<file path="config.mk">
export PLATFORM = sky130hd
export DESIGN_NAME = snl_merge
export DESIGN_NICKNAME = d
export VERILOG_FILES = /design/src/snl_pkg.sv /design/src/snl_merge.sv
export SDC_FILE = /design/constraint.sdc
export NUM_CORES = 1
export LEC_CHECK = 0
export BUFFER_PORTS_ARGS = -buffer_cell sky130_fd_sc_hd__buf_2
export CAP_MARGIN = 10
export CORE_MARGIN = 5
export CORE_UTILIZATION = 51
export CTS_BUF_LIST = sky130_fd_sc_hd__clkbuf_8 sky130_fd_sc_hd__clkbuf_16
export DETAILED_ROUTE_END_ITERATION = 10
export HOLD_SLACK_MARGIN = 0.06
export PLACE_DENSITY_LB_ADDON = 0.15
export SYNTH_ARGS = -nofsm -noshare
export SYNTH_HDL_FRONTEND = slang
export SYNTH_SLANG_ARGS = --single-unit
</file>
<file path="constraint.sdc">
create_clock -name i_clk -period 3.86 [get_ports i_clk]
set_clock_uncertainty 0.15 [all_clocks]
set_input_delay 0.579 -clock i_clk [delete_from_list [all_inputs] [get_ports i_clk]]
set_output_delay 0.579 -clock i_clk [all_outputs]
set_load 0.005 [all_outputs]
</file>
<file path="src/snl_pkg.sv">
// Package for the sigmoid neuron trainer: widths, register indexes, reset values,
// the lane control struct and the elaboration-time sigmoid table builder. No dependencies.
`default_nettype none

package snl_pkg;

    localparam int NUM_FEATURES    = 3;
    localparam int SIGMOID_ENTRIES = 1024;
    localparam int SIG_AW          = $clog2(SIGMOID_ENTRIES);

    localparam int FEAT_W   = 16;
    localparam int WGT_W    = 32;
    localparam int PROD_W   = FEAT_W + WGT_W;
    localparam int SUM_W    = PROD_W + $clog2(NUM_FEATURES) + 1;
    localparam int SIG_Y_W  = 12;
    localparam int Y_W      = 13;
    localparam int TGT_W    = 13;
    localparam int E_W      = 14;
    localparam int RATING_W = 17;
    localparam int ETA_W    = 32;
    localparam int P_W      = FEAT_W + E_W;
    localparam int MAG_W    = 28;
    localparam int M_W      = MAG_W + ETA_W;
    localparam int D_W      = M_W - 31;
    localparam int GAIN_W   = 16;
    localparam int GY_W     = GAIN_W + SIG_Y_W;
    localparam int ERRS_W   = 32;
    localparam int BOUND_W  = 24;

    localparam int CFG_IDX_W  = 3;
    localparam int CFG_DATA_W = 32;

    localparam int IN_DATA_W  = ((NUM_FEATURES * FEAT_W + TGT_W + 7) / 8) * 8;
    localparam int OUT_DATA_W = ((Y_W + E_W + RATING_W + 7) / 8) * 8;

    localparam logic [TGT_W-1:0] TARGET_ONE = TGT_W'(4096);

    localparam logic [ETA_W-1:0]          LEARN_RATE_RST  = 32'd214748;
    localparam logic signed [WGT_W-1:0]   WEIGHT_RST      = 32'sd8388608;
    localparam logic [BOUND_W-1:0]        FIRST_BOUND_RST = 24'd270336;
    localparam logic [GAIN_W-1:0]         GAIN_RST        = 16'd5000;
    localparam logic [GAIN_W-1:0]         OFFSET_RST      = 16'd123;

    typedef enum logic [CFG_IDX_W-1:0] {
        CFG_LEARN_RATE  = 3'd0,
        CFG_INIT_A      = 3'd1,
        CFG_INIT_B      = 3'd2,
        CFG_INIT_C      = 3'd3,
        CFG_FIRST_BOUND = 3'd4,
        CFG_GAIN        = 3'd5,
        CFG_OFFSET      = 3'd6
    } t_cfg_idx;

    typedef struct packed {
        logic mul;
        logic err;
        logic scale;
        logic upd;
        logic load;
    } t_lane_ctl;

    typedef logic [SIG_Y_W-1:0] t_sig_table [SIGMOID_ENTRIES];

    // Restoring long division, used only while the table is built at elaboration.
    function automatic logic [63:0] snl_udiv(input logic [63:0] num, input logic [63:0] den);
        logic [63:0] q;
        logic [63:0] r;
        q = '0;
        r = '0;
        for (int b = 63; b >= 0; b--) begin
            r = {r[62:0], num[b]};
            if (r >= den) begin
                r    = r - den;
                q[b] = 1'b1;
            end
        end
        return q;
    endfunction

    // Sigmoid of the bucket midpoint, Q0.12, from a Taylor series of exp(-|x|/32)
    // raised to the 16th power by four roundings of squares.
    function automatic logic [SIG_Y_W-1:0] snl_sig_entry(input int idx);
        logic [63:0]        num;
        logic signed [63:0] x;
        logic [63:0]        t;
        logic [63:0]        u;
        logic [63:0]        term;
        logic signed [63:0] acc;
        logic [63:0]        v;
        logic [63:0]        den;
        logic [63:0]        s;
        num  = 64'(2 * idx + 1) << 35;
        x    = $signed(num >> SIG_AW) - 64'sd34359738368;
        t    = (x < 0) ? 64'(-x) : 64'(x);
        u    = t >> 5;
        term = 64'd1 << 31;
        acc  = $signed(term);
        for (int k = 1; k <= 14; k++) begin
            term = snl_udiv((term * u) >> 31, 64'(k));
            if ((k % 2) == 1) begin
                acc = acc - $signed(term);
            end else begin
                acc = acc + $signed(term);
            end
        end
        v = 64'(acc);
        for (int n = 0; n < 4; n++) begin
            v = (v * v + (64'd1 << 30)) >> 31;
        end
        den = (64'd1 << 31) + v;
        if (x >= 0) begin
            s = snl_udiv((64'd1 << 43) + (den >> 1), den);
        end else begin
            s = snl_udiv(v * 64'd4096 + (den >> 1), den);
        end
        return (s > 64'd4095) ? SIG_Y_W'(4095) : s[SIG_Y_W-1:0];
    endfunction

    function automatic t_sig_table snl_build_table();
        t_sig_table tbl;
        for (int i = 0; i < SIGMOID_ENTRIES; i++) begin
            tbl[i] = snl_sig_entry(i);
        end
        return tbl;
    endfunction

endpackage

`default_nettype wire

</file>
<file path="src/snl_merge.sv">
// Merging stage: adds the lane products into the dot product and turns the
// registered sum into a clamped sigmoid table address. Depends on snl_pkg.
`default_nettype none

module snl_merge
    import snl_pkg::*;
(
    input  wire logic                      i_clk,
    input  wire logic                      i_en,
    input  wire logic signed [PROD_W-1:0]  i_prod [NUM_FEATURES],
    output logic [SIG_AW-1:0]              o_addr
);

    localparam logic signed [SUM_W-1:0] SUM_LIM = {{(SUM_W - 40){1'b0}}, 1'b1, 39'b0};

    logic signed [SUM_W-1:0] r_sum;
    logic signed [SUM_W-1:0] n_sum;

    always_comb begin
        n_sum = '0;
        for (int j = 0; j < NUM_FEATURES; j++) begin
            n_sum = n_sum + SUM_W'(i_prod[j]);
        end
    end

    always_ff @(posedge i_clk) begin
        if (i_en) begin
            r_sum <= n_sum;
        end
    end

    always_comb begin
        if (r_sum >= SUM_LIM) begin
            o_addr = {SIG_AW{1'b1}};
        end else if (r_sum < -SUM_LIM) begin
            o_addr = '0;
        end else begin
            o_addr = {~r_sum[39], r_sum[38 -: (SIG_AW - 1)]};
        end
    end

endmodule

`default_nettype wire

</file>
After elaboration in Yosys (flattened, before gate mapping)
Cells that the tools add are included.

Flip-flop bits (word level): 51. Input port bits: 146. Output and inout bits: 10. Logic and storage cells: 8.

Add/sub/neg operators: 2. Order comparisons: 2. Muxes and demuxes: 2. Bitwise logic cells: 1.

Operator list (count): 51-bit by 41-bit greater-or-equal comparator with 1-bit output (second input constant) (1); 51-bit by 40-bit less-than comparator with 1-bit output (second input constant) (1); 49-bit by 48-bit adder with 50-bit output (1); 48-bit by 48-bit adder with 49-bit output (1); 10-bit 2-to-1 mux (2); 1-bit inverter (1).

Depth between registers and ports, before layout
Depth after elaboration: 3. Depth in mapped cells: 13. Mapped depth without buffers: 13.

Worst setup path before layout
OpenSTA, ideal clock, no wires.

Path type: input to register. Start: input port i_prod[1] (netlist name). End: register r_sum[45], data pin. Library setup time: 0.158 ns. Arrival: 3.129 ns. Data required time: 3.552 ns. Setup slack: 0.423 ns. Stages: 11. Buffers on the path: 0. Path through: fa_1 ha_1 fa_1 a21o_1 a221oi_4 o211a_4 nor3_2 or4_4 o211ai_4 nor2_1 a211oi_2.

Word-level cells in the longest chain between the ends: 1.

Ends and longest elaborated chain: from (decl) (line snl_merge.sv:10) `input wire logic signed [PROD_W-1:0] i_prod [NUM_FEATURES],`; 49-bit by 48-bit adder with 50-bit output (line snl_merge.sv:22) `n_sum = n_sum + SUM_W'(i_prod[j]);`; named net n_sum[45] (line snl_merge.sv:17) `logic signed [SUM_W-1:0] n_sum;`; to (signal assigned) (line snl_merge.sv:28) `r_sum <= n_sum;`; to (decl) (line snl_merge.sv:16) `logic signed [SUM_W-1:0] r_sum;`.

The timed path passes the listed nets, and every way through them passes these cells. A chain may end at the register's enable or synchronous reset.

Final worst setup path
Start: input port i_prod[1] (netlist name). End: register r_sum[43], data pin.

The elaborated chain is that of the path after synthesis.

==> impl_metrics.env <==
export IMPL_drc=0
export IMPL_grt_pass1_vias=4052
export IMPL_crit_cells=12
export IMPL_cts_resized=0
export IMPL_worst_path_buf_inv=1
export IMPL_synth_area_per_cell_um2=9.26
export IMPL_async_flop_share_pct=0
export IMPL_dr_first_iter_drc_count=185
export IMPL_period_needed_ps=3440
export IMPL_diodes=0
export IMPL_drtAntennaViolNets=0
export IMPL_setup_worst_path_start_class="input pin"
export IMPL_rsz0062_at_grt="no"
export IMPL_setup_slack_ps=419
export IMPL_cts_setup_buffers=0
export IMPL_die_width_um=101
export IMPL_cts_root_buffer="clkbuf_8"
export IMPL_first_pass_iters=4
export IMPL_numCtsBuffers=3
export IMPL_ys_types=61
export IMPL_vias=3996
export IMPL_wl_per_cell_um=15.1
export IMPL_setup_tns_ps=0
export IMPL_cts_sinks=20
export IMPL_finalMaxSlewViolations=0
export IMPL_tightest_slew_ps=963
export IMPL_min_from="i_en"
export IMPL_synth_seq_area_share_pct=14.3
export IMPL_critPathArrivalTime_ps=3280
export IMPL_hold_viol=0
export IMPL_grt_overflow_total=0
export IMPL_dpl_worst_slack_ps=134
export IMPL_viasPerCell=5.69
export IMPL_total_power_mw=1.77
export IMPL_synth_edf_count=20
export IMPL_cp_top_family="adder cells"
export IMPL_clk_path_buf_depth=2
export IMPL_start_util_pct=51.8
export IMPL_clk_pin_slew_worst_paths_ps=70
export IMPL_fin_nets=841
export IMPL_synth_area_leader_cell="fa_1"
export IMPL_dieHeight_um=101
export IMPL_cp_max_fo=4
export IMPL_area_growth_pct=21.8
export IMPL_grt_max_degree=21
export IMPL_synth_seq_cells=20
export IMPL_gp_congestion=0.954
export IMPL_cts_tree="built"
export IMPL_p_per_area_mw_per_mm2=345
export IMPL_cp_data_required_time_ps=3700
export IMPL_endpoint="r_sum[43]"
export IMPL_regMostFlops="r_sum"
export IMPL_dieArea_mm2=0.0102
export IMPL_fp_row_count=33
export IMPL_relSlewSlack_pct=35.3
export IMPL_path_cells="buf_2, fa_1, ha_1, fa_1, a21o_1, a221oi_4, o211a_4, nor3_2, nor3_2, o21bai_2, a41oi_1, xnor2_1"
export IMPL_largest_reg_flops=20
export IMPL_ir_worst_vdd_mv=0.159
export IMPL_synth_nets=698
export IMPL_grt_use_total_pct=20.9
export IMPL_syn_inst=455
export IMPL_port_buffers=155
export IMPL_hpwl_mm=9.62
export IMPL_synthTopCellsByArea="fa_1 23%, edfxtp_1 14%, ha_1 14%"
export IMPL_cap_violations=0
export IMPL_timing_fmax_mhz=291
export IMPL_status="completed"
export IMPL_critPathCaptureType="flop"
export IMPL_largestRegisters="r_sum (20)"
export IMPL_core_area_mm2=0.00813
export IMPL_grt_pass1_wl_mm=17.7
export IMPL_cts_max_level=1
export IMPL_ctsHoldBuffers=0
export IMPL_top_level_ports=156
export IMPL_worstSetupStartpoint="i_prod[1]"
export IMPL_routed_wl_mm=10.6
export IMPL_synthesis_area_mm2=0.00421
export IMPL_setup_viol=0
export IMPL_drive_gt1_share_pct=30.2
export IMPL_min_period_over_period_pct=89.1
export IMPL_cellLeakagePower_nw=2.36
export IMPL_synthFlopType="edfxtp_1"
export IMPL_hp_class="input pin to flop"
export IMPL_slowest_stage="fa_1"
export IMPL_slowest_delay_ps=480
export IMPL_fill_cells=747
export IMPL_synth_top_area_share_pct=23.3
export IMPL_yosys_warnings=0
export IMPL_crit_type="input pin to flop"
export IMPL_antenna_found_initial=0
## routing by layer
layer | GRT usage [%] | part of all wire, %
met1 | 29.2 | 43
met2 | 35.3 | 48
met3 | 1.87 | 7.6
met4 | 4.15 | 0.99
met5 | 0 | 0
## cells by family after synthesis
kind of cell | count (synthesis) | synth area share (%)
simple gates | 127 | 15.5
buf+inv | 37 | 3.51
compound gates | 158 | 25.8
flops | 20 | 14.3
mux | 1 | 0.238
xor+xnor | 15 | 3.12
fa+ha+maj | 97 | 37.6
## power breakdown
part           total [mW]  switching (mW)  internal (mW)
Clock               0.202          0.0634          0.138
Combinational        1.20           0.684          0.517
Sequential          0.368          0.0289          0.339
Total                1.77           0.776          0.995
## metrics by stage
stage | hold slack [ps] | cell area (um2) | util (%) | std cells
floorplan | 541 | 4210 | - | 455
global placement | 900 | 5060 | 62.2 | 698
detailed placement | 899 | 5060 | 62.2 | 698
CTS | 636 | 5130 | 63.1 | 702
global route | 645 | 5130 | 63.1 | 702
finish | 632 | 5130 | 63.1 | 702
## final cells by class
cell class / count / area [um2] / share of cell area [%]
clock buffer: 3 / 41.3 / 0.805
clock inverter: 1 / 30.0 / 0.586
inverter: 17 / 63.8 / 1.24
multi-input combinational: 398 / 3460 / 67.5
sequential: 20 / 601 / 11.7
tap: 105 / 131 / 2.56
timing repair buffer: 158 / 798 / 15.6
## Yosys cell counts, types with 3 or more instances
library cell and count:
nand3_1 19, fa_1 49, nor4_1 3, a21oi_1 48
nand2_1 44, nor3_1 7, ha_1 48, o31ai_1 3
o21a_1 14, a211oi_1 5, nor2_1 18, and3_1 5
buf_2 5, a21o_1 21, xor2_1 6, xnor2_1 9
a31oi_1 9, clkbuf_1 13, edfxtp_1 20, inv_1 17
o21bai_1 5, o21ai_0 21, a41oi_1 3, nor3_2 4
nand4_1 9, and4_1 5
## how the worst min path moves through the flow
stage / cells after the start / end / slack, ps
2_1_floorplan: 0 / r_sum[30] / 540
3_3_place_gp: 1 / r_sum[42] / 900
3_5_place_dp: 1 / r_sum[44] / 900
4_1_cts: 1 / r_sum[39] / 640
5_1_grt: 1 / r_sum[41] / 650
6_report: 1 / r_sum[44] / 630
## cells in the final DEF, fill, tap and decap left out, types with 3 or more instances in the layout
cell type / count
a211oi_1: 5
a21o_1: 21
a21oi_1: 48
a31oi_1: 9
a41oi_1: 3
and3_1: 5
and4_1: 5
buf_2: 155
buf_4: 3
clkbuf_8: 3
edfxtp_1: 20
fa_1: 49
ha_1: 48
inv_1: 17
nand2_1: 44
nand3_1: 19
nand4_1: 9
nor2_1: 18
nor3_1: 7
nor3_2: 4
nor4_1: 3
o21a_1: 14
o21ai_0: 21
o21bai_1: 5
o31ai_1: 3
xnor2_1: 9
xor2_1: 6
(Power assumes the default switching activity.)
