`src/snl_pkg.sv`:
```
// Package for the sigmoid neuron trainer: widths, register indexes, reset values,
// the lane control struct and the elaboration-time sigmoid table builder. No dependencies.
`default_nettype none

package snl_pkg;

    localparam int NUM_FEATURES    = 3;
    localparam int SIGMOID_ENTRIES = 1024;
    localparam int SIG_AW          = $clog2(SIGMOID_ENTRIES);

    localparam int FEAT_W   = 16;
    localparam int WGT_W    = 32;
    localparam int PROD_W   = FEAT_W + WGT_W;
    localparam int SUM_W    = PROD_W + $clog2(NUM_FEATURES) + 1;
    localparam int SIG_Y_W  = 12;
    localparam int Y_W      = 13;
    localparam int TGT_W    = 13;
    localparam int E_W      = 14;
    localparam int RATING_W = 17;
    localparam int ETA_W    = 32;
    localparam int P_W      = FEAT_W + E_W;
    localparam int MAG_W    = 28;
    localparam int M_W      = MAG_W + ETA_W;
    localparam int D_W      = M_W - 31;
    localparam int GAIN_W   = 16;
    localparam int GY_W     = GAIN_W + SIG_Y_W;
    localparam int ERRS_W   = 32;
    localparam int BOUND_W  = 24;

    localparam int CFG_IDX_W  = 3;
    localparam int CFG_DATA_W = 32;

    localparam int IN_DATA_W  = ((NUM_FEATURES * FEAT_W + TGT_W + 7) / 8) * 8;
    localparam int OUT_DATA_W = ((Y_W + E_W + RATING_W + 7) / 8) * 8;

    localparam logic [TGT_W-1:0] TARGET_ONE = TGT_W'(4096);

    localparam logic [ETA_W-1:0]          LEARN_RATE_RST  = 32'd214748;
    localparam logic signed [WGT_W-1:0]   WEIGHT_RST      = 32'sd8388608;
    localparam logic [BOUND_W-1:0]        FIRST_BOUND_RST = 24'd270336;
    localparam logic [GAIN_W-1:0]         GAIN_RST        = 16'd5000;
    localparam logic [GAIN_W-1:0]         OFFSET_RST      = 16'd123;

    typedef enum logic [CFG_IDX_W-1:0] {
        CFG_LEARN_RATE  = 3'd0,
        CFG_INIT_A      = 3'd1,
        CFG_INIT_B      = 3'd2,
        CFG_INIT_C      = 3'd3,
        CFG_FIRST_BOUND = 3'd4,
        CFG_GAIN        = 3'd5,
        CFG_OFFSET      = 3'd6
    } t_cfg_idx;

    typedef struct packed {
        logic mul;
        logic err;
        logic scale;
        logic upd;
        logic load;
    } t_lane_ctl;

    typedef logic [SIG_Y_W-1:0] t_sig_table [SIGMOID_ENTRIES];

    // Restoring long division, used only while the table is built at elaboration.
    function automatic logic [63:0] snl_udiv(input logic [63:0] num, input logic [63:0] den);
        logic [63:0] q;
        logic [63:0] r;
        q = '0;
        r = '0;
        for (int b = 63; b >= 0; b--) begin
            r = {r[62:0], num[b]};
            if (r >= den) begin
                r    = r - den;
                q[b] = 1'b1;
            end
        end
        return q;
    endfunction

    // Sigmoid of the bucket midpoint, Q0.12, from a Taylor series of exp(-|x|/32)
    // raised to the 16th power by four roundings of squares.
    function automatic logic [SIG_Y_W-1:0] snl_sig_entry(input int idx);
        logic [63:0]        num;
        logic signed [63:0] x;
        logic [63:0]        t;
        logic [63:0]        u;
        logic [63:0]        term;
        logic signed [63:0] acc;
        logic [63:0]        v;
        logic [63:0]        den;
        logic [63:0]        s;
        num  = 64'(2 * idx + 1) << 35;
        x    = $signed(num >> SIG_AW) - 64'sd34359738368;
        t    = (x < 0) ? 64'(-x) : 64'(x);
        u    = t >> 5;
        term = 64'd1 << 31;
        acc  = $signed(term);
        for (int k = 1; k <= 14; k++) begin
            term = snl_udiv((term * u) >> 31, 64'(k));
            if ((k % 2) == 1) begin
                acc = acc - $signed(term);
            end else begin
                acc = acc + $signed(term);
            end
        end
        v = 64'(acc);
        for (int n = 0; n < 4; n++) begin
            v = (v * v + (64'd1 << 30)) >> 31;
        end
        den = (64'd1 << 31) + v;
        if (x >= 0) begin
            s = snl_udiv((64'd1 << 43) + (den >> 1), den);
        end else begin
            s = snl_udiv(v * 64'd4096 + (den >> 1), den);
        end
        return (s > 64'd4095) ? SIG_Y_W'(4095) : s[SIG_Y_W-1:0];
    endfunction

    function automatic t_sig_table snl_build_table();
        t_sig_table tbl;
        for (int i = 0; i < SIGMOID_ENTRIES; i++) begin
            tbl[i] = snl_sig_entry(i);
        end
        return tbl;
    endfunction

endpackage

`default_nettype wire

```
`src/snl_lane.sv`:
```
// One weight lane: holds a weight, forms feature times weight for the dot product
// and applies the rounded, saturated delta-rule step. Depends on snl_pkg.
`default_nettype none

module snl_lane
    import snl_pkg::*;
(
    input  wire logic                      i_clk,
    input  wire logic                      i_rst_n,
    input  wire t_lane_ctl                 i_ctl,
    input  wire logic signed [FEAT_W-1:0]  i_x,
    input  wire logic signed [E_W-1:0]     i_e,
    input  wire logic [ETA_W-1:0]          i_eta,
    input  wire logic signed [WGT_W-1:0]   i_init,
    output logic signed [PROD_W-1:0]       o_prod
);

    logic signed [WGT_W-1:0]  r_weight;
    logic signed [PROD_W-1:0] r_prod;
    logic signed [P_W-1:0]    r_p;
    logic [M_W-1:0]           r_m;
    logic                     r_neg;

    logic signed [PROD_W-1:0] prod_full;
    logic signed [P_W-1:0]    p_full;
    logic signed [P_W-1:0]    p_abs;
    logic [M_W-1:0]           m_full;
    logic [M_W:0]             m_round;
    logic [D_W-1:0]           d_mag;
    logic signed [WGT_W+1:0]  w_ext;
    logic signed [WGT_W+1:0]  d_ext;
    logic signed [WGT_W+1:0]  w_sum;
    logic signed [WGT_W-1:0]  n_weight;

    always_comb begin
        prod_full = i_x * r_weight;
        p_full    = i_x * i_e;
        p_abs     = (r_p < 0) ? -r_p : r_p;
        m_full    = MAG_W'(p_abs) * i_eta;
        m_round   = {1'b0, r_m} + (M_W + 1)'(64'd1 << 31);
        d_mag     = m_round[M_W:32];
        w_ext     = (WGT_W + 2)'(r_weight);
        d_ext     = $signed({{(WGT_W + 2 - D_W){1'b0}}, d_mag});
        w_sum     = r_neg ? (w_ext - d_ext) : (w_ext + d_ext);
        if (w_sum > (WGT_W + 2)'(32'sh7FFF_FFFF)) begin
            n_weight = {1'b0, {(WGT_W - 1){1'b1}}};
        end else if (w_sum < -(WGT_W + 2)'(33'sh0_8000_0000)) begin
            n_weight = {1'b1, {(WGT_W - 1){1'b0}}};
        end else begin
            n_weight = w_sum[WGT_W-1:0];
        end
    end

    always_ff @(posedge i_clk) begin
        if (!i_rst_n) begin
            r_weight <= WEIGHT_RST;
        end else if (i_ctl.load) begin
            r_weight <= i_init;
        end else if (i_ctl.upd) begin
            r_weight <= n_weight;
        end
    end

    always_ff @(posedge i_clk) begin
        if (i_ctl.mul) begin
            r_prod <= prod_full;
        end
        if (i_ctl.err) begin
            r_p <= p_full;
        end
        if (i_ctl.scale) begin
            r_m   <= m_full;
            r_neg <= (r_p < 0);
        end
    end

    assign o_prod = r_prod;

endmodule

`default_nettype wire

```
`config.mk`:
```
export PLATFORM = sky130hd
export DESIGN_NAME = snl_lane
export DESIGN_NICKNAME = d
export VERILOG_FILES = /design/src/snl_pkg.sv /design/src/snl_lane.sv
export SDC_FILE = /design/constraint.sdc
export NUM_CORES = 2
export LEC_CHECK = 0
export ABC_CLOCK_PERIOD_IN_PS = 8200
export BUFFER_PORTS_ARGS = -buffer_cell sky130_fd_sc_hd__buf_4
export CAP_MARGIN = 20
export CORE_MARGIN = 5
export CORE_UTILIZATION = 55
export CTS_CLUSTER_DIAMETER = 50
export DETAILED_ROUTE_END_ITERATION = 12
export PLACE_DENSITY = 0.74
export SLEW_MARGIN = 20
export SYNTH_ARGS = -nofsm -noshare
export SYNTH_HDL_FRONTEND = slang
export SYNTH_SLANG_ARGS = --single-unit
```
`constraint.sdc`:
```
create_clock -name i_clk -period 8.2 [get_ports i_clk]
set_input_delay 0 -clock i_clk [delete_from_list [all_inputs] [get_ports i_clk]]
set_output_delay 0 -clock i_clk [all_outputs]
set_load 0.1 [all_outputs]
```
# Yosys cells after proc, flatten, opt, wreduce, memory -nomap -nowiden
# Index checks and enable logic that the tools add are counted.
# op_classes
shifts	0
mux	6
add_sub_neg	4
bitwise	0
div_mod_pow	0
magnitude_cmp	3
eq_ne	0
n_reduce_logical	1
n_mul	3
# op_table
cell	count
$mux 32	4
$add 60x32->61 const B	1
$mul 28x32->60	1
$mul 16x32->48	1
$gt 34x32->1 const B	1
$lt 34x32->1 const B	1
$mux 34	1
$add 32x30->33	1
$sub 32x30->33	1
$lt 30x1->1 const B	1
$mul 16x14->30	1
$mux 28	1
$neg 28->28	1
$reduce_bool 2->1	1
# totals
memories	0
output_inout_bits	48
latchBits	0
register_bits	171
elab_cells	22
romBits	0
ramBits	0

# Logic depth before layout (Yosys ltp)
# depth
depth_word	8
mapped_depth	33
depth_no_buf	32

# Worst setup path after synthesis
# OpenSTA, ideal clock, no wires.
# synth_path
path_kind	register -> register
start	register r_p[11]
end	register r_m[45], data pin
slack_ns	-0.612
arrival_ns	8.551
required_ns	7.939
setup_ns	0.261
period_less_slack_ns	8.812
stages_incl_launch_ff	32
cell_sequence	edfxtp_1 -> or4_1 -> nor4_1 -> nand2b_1 -> or3_1 -> o41ai_1 -> xnor2_1 -> clkbuf_1 -> nand2_1 -> fa_1 -> inv_1 -> fa_1 -> inv_1 -> fa_1 -> inv_1 -> fa_1 -> fa_1 -> fa_1 -> inv_1 -> fa_1 -> inv_1 -> ha_1 -> nand2_1 -> o21bai_1 -> a2111oi_0 -> o21ai_0 -> o211a_1 -> o21ai_1 -> o21a_1 -> o21ai_1 -> a21o_1 -> a311o_1
# synth_via
elab_chain_cells	3
# synth_lines
item	line_no	rtl
start: declaration	snl_lane.sv:20	logic signed [P_W-1:0] r_p;
start signal: assignment	snl_lane.sv:69	r_p <= p_full;
$neg 28->28 / $lt 30x1->1 (equally long branches)	snl_lane.sv:38	p_abs = (r_p < 0) ? -r_p : r_p;
$mux 28 (*)	snl_lane.sv:38	
$mul 28x32->60 (*)	snl_lane.sv:39	m_full = MAG_W'(p_abs) * i_eta;
named net m_full[45]	snl_lane.sv:27	logic [M_W-1:0] m_full;
end signal: assignment	snl_lane.sv:72	r_m <= m_full;
end: declaration	snl_lane.sv:21	logic [M_W-1:0] r_m;
# Mark *: on every way through the listed nets, which the timed path passes. The rest lies on a longest branch.
# A chain may end at the register's enable or synchronous reset.

# Final worst setup path
# layout_path
start	register r_p[12]
end	register r_m[59], data pin
# Same word-level chain as after synthesis.

==> impl_results.md <==
* Status: finished, violations left
* Failing checks: setup timing
* Crit path top cell by count: fa_1
* Max Cap Viol at 0
* Total Routed Length at 168,400 um
* Cells after synthesis at 6,864
* Crit path launch type: flop
* Drt pass-1 iters at 7
* Hold path start: i_ctl[4]
* Final HPWL DP at 132,300 um
* RSZ-0062 raised after global routing: yes
* Die height at 346.2 um
* Vias after detailed routing at 46,890
* Final period demand of the worst path at 8.590 ns
* Vias in the first global route at 51,770
* R2R Path Start: r_p[12]
* Rel. slew slack at 0.2249
* Most common cell after layout, fill and taps aside: inv_1
* Synth-to-Final Area Change at 9.947%
* Crit path buf inv count at 8
* Post-Syn Nets at 8,878
* Maximum root-to-sink buffer count at 2
* Layout Nets at 9,016
* Final setup fails at 18
* Final worst path period share at 1.048
* Fmax at 0.1164 GHz
* Hold Path Class: in2reg
* Hold Path Stages at 1
* Worst-Skew Late Latency at 0.52 ns
* Core area at 112,300 um^2
* Sequential area share after synthesis at 0.06198
* Tot GR Track Use at 0.2883
* Post-synthesis async set-or-reset flop share at 0
* DR vias/cell at 5.503
* 1st-iter DRT viols at 3,317
* Initial antenna violation count at 6
* Die Area at 119,900 um^2
* Mean Syn Cell Area at 9.058 um^2
* Row cnt at 123
* CP required at 8.46 ns
* Worst setup margin at -0.3903 ns
* Worst-path fanout max at 6
* Setup slack, reg-to-reg at -0.39 ns
* CTS tree: done
* Yosys cell types at 91
* Clock buffer count from CTS at 17
* Synth Warn # at 0
* First-pass GRT wire length at 275,400 um
* Die X at 346.2 um
* Max-slew violations at 0
* Fin. Hold Viols at 0
* Slowest cell on the critical path: fa_1
* Final global-route overflow total at 0
* Critical path's largest stage delay at 0.61 ns
* Root Driver: clkbuf_16
* Post-DR wirelength/cell at 19.76 um
* Post-synth EDFFs at 107
* Worst R2R End: r_m[59]
* Pin count of the biggest net entering global routing at 49
* Layout Skew at 0.01459 ns
* Hold slack final at 0.01886 ns
* Crit-path leading delay family: adder cells
* Core Util, Final at 0.6085
* Worst Reg-to-Reg Cells at 32
* Io pins at 149
* Post-Layout Cell Count at 8,521
* Syn Std Cell Area at 62,180 um^2
* Register bit total from synthesis at 139
* Setup TNS at -4.333 ns
* Most frequent cells in the layout: inv_1, fa_1, nand2_1, and2_1, ha_1
* Hold EP: o_prod[43]
* Detail Route Antenna Nets at 0
* CP endpoint kind: flop
* Placed Instances at 8,410
* Initial Utilization at 0.5534
* Post-synth top flop: edfxtp_1
* Kind of critical path: reg2reg
* Clk sinks at 139
* H-tree levels at 4
* Routability Congestion at 0.9302
* Data arrival, critical path at 8.86 ns
* Worst slew pin tran at 1.163 ns
* # port buffers at 148
* Clock transition at path regs at 0.07 ns
* Number of remaining DRC errors at 0
* Share of cells above drive strength 1 at 0.09394
-- cells by family after synthesis --
| family | share of synthesized area |
|---|---|
| buffers and inverters | 0.1210 |
| adder cells (fa/ha/maj) | 0.5640 |
| multiplexers | 0.001871 |
| flip-flops | 0.06198 |
| AO/OA/AOI/OAI | 0.05914 |
| XOR/XNOR | 0.02998 |
| AND/OR/NAND/NOR | 0.1620 |
-- metal layers --
metal / part of all wire / up-vias / global-route usage
li1: - / 20570 / -
met1: 0.39 / 23890 / 0.3681
met2: 0.48 / 1996 / 0.4836
met3: 0.080 / 438 / 0.05676
met4: 0.050 / 2 / 0.1216
met5: 0.000042 / - / 0
-- final cells by class --
| cell class | count | area, um^2 |
|---|---|---|
| tap | 1500 | 1877 |
| multi-input combinational | 4735 | 51750 |
| inverter | 1636 | 6141 |
| antenna | 6 | 15.01 |
| timing repair buffer | 473 | 4129 |
| clock inverter | 13 | 166.4 |
| clock buffer | 19 | 432.9 |
| sequential | 139 | 3855 |
| fill | 9293 | 43980 |
-- synthesized netlist by cell type, types with 71 or more instances --
master / count / area (um^2)
a21o_1: 74 / 555.5
a21oi_1: 125 / 625.6
and2_1: 609 / 3810
clkbuf_1: 316 / 1186
edfxtp_1: 107 / 3213
fa_1: 1483 / 29690
ha_1: 430 / 5380
inv_1: 1636 / 6141
nand2_1: 1059 / 3975
nand2b_1: 71 / 444.2
nor2_1: 93 / 349.1
o21ai_0: 71 / 355.3
xnor2_1: 145 / 1270
-- through the flow --
step	instance area, um^2	setup WS, ns
floorplan	62300	-0.009275
global placement	66250	-0.4952
detailed placement	66250	-0.6616
CTS	67780	-0.2803
global route	68350	-0.6630
finish	68360	-0.3903
-- worst max-delay path by stage --
stage | endpoint | cells after the start | start | slack, ns
6_report | r_m[59] | 32 | r_p[12] | -0.39
5_1_grt | r_m[59] | 32 | r_p[12] | -0.66
4_1_cts | r_m[59] | 32 | r_p[12] | -0.28
3_5_place_dp | r_m[45] | 30 | r_p[11] | -0.66
3_3_place_gp | r_m[45] | 29 | r_p[12] | -0.50
2_1_floorplan | r_m[59] | 31 | r_p[11] | -0.009
-- repair_timing --
item,in CTS,in global routing
buffers inserted,14,14
cloned,4,1
hold buffers,42,0
endpoints found under the hold margin,92,0
gates resized for setup,69,101
pin swaps,27,37
endpoints found under the setup margin,26,30
-- sequential cells by signal, summed over array words and instances (netlist names) --
signal	cells
r_m	29
r_p	29
r_neg	1
o_prod	48
r_weight	32
Power is left out: the tool's default activity adds up to more than one toggle a clock period on the data nets, which glitch-free logic cannot reach.
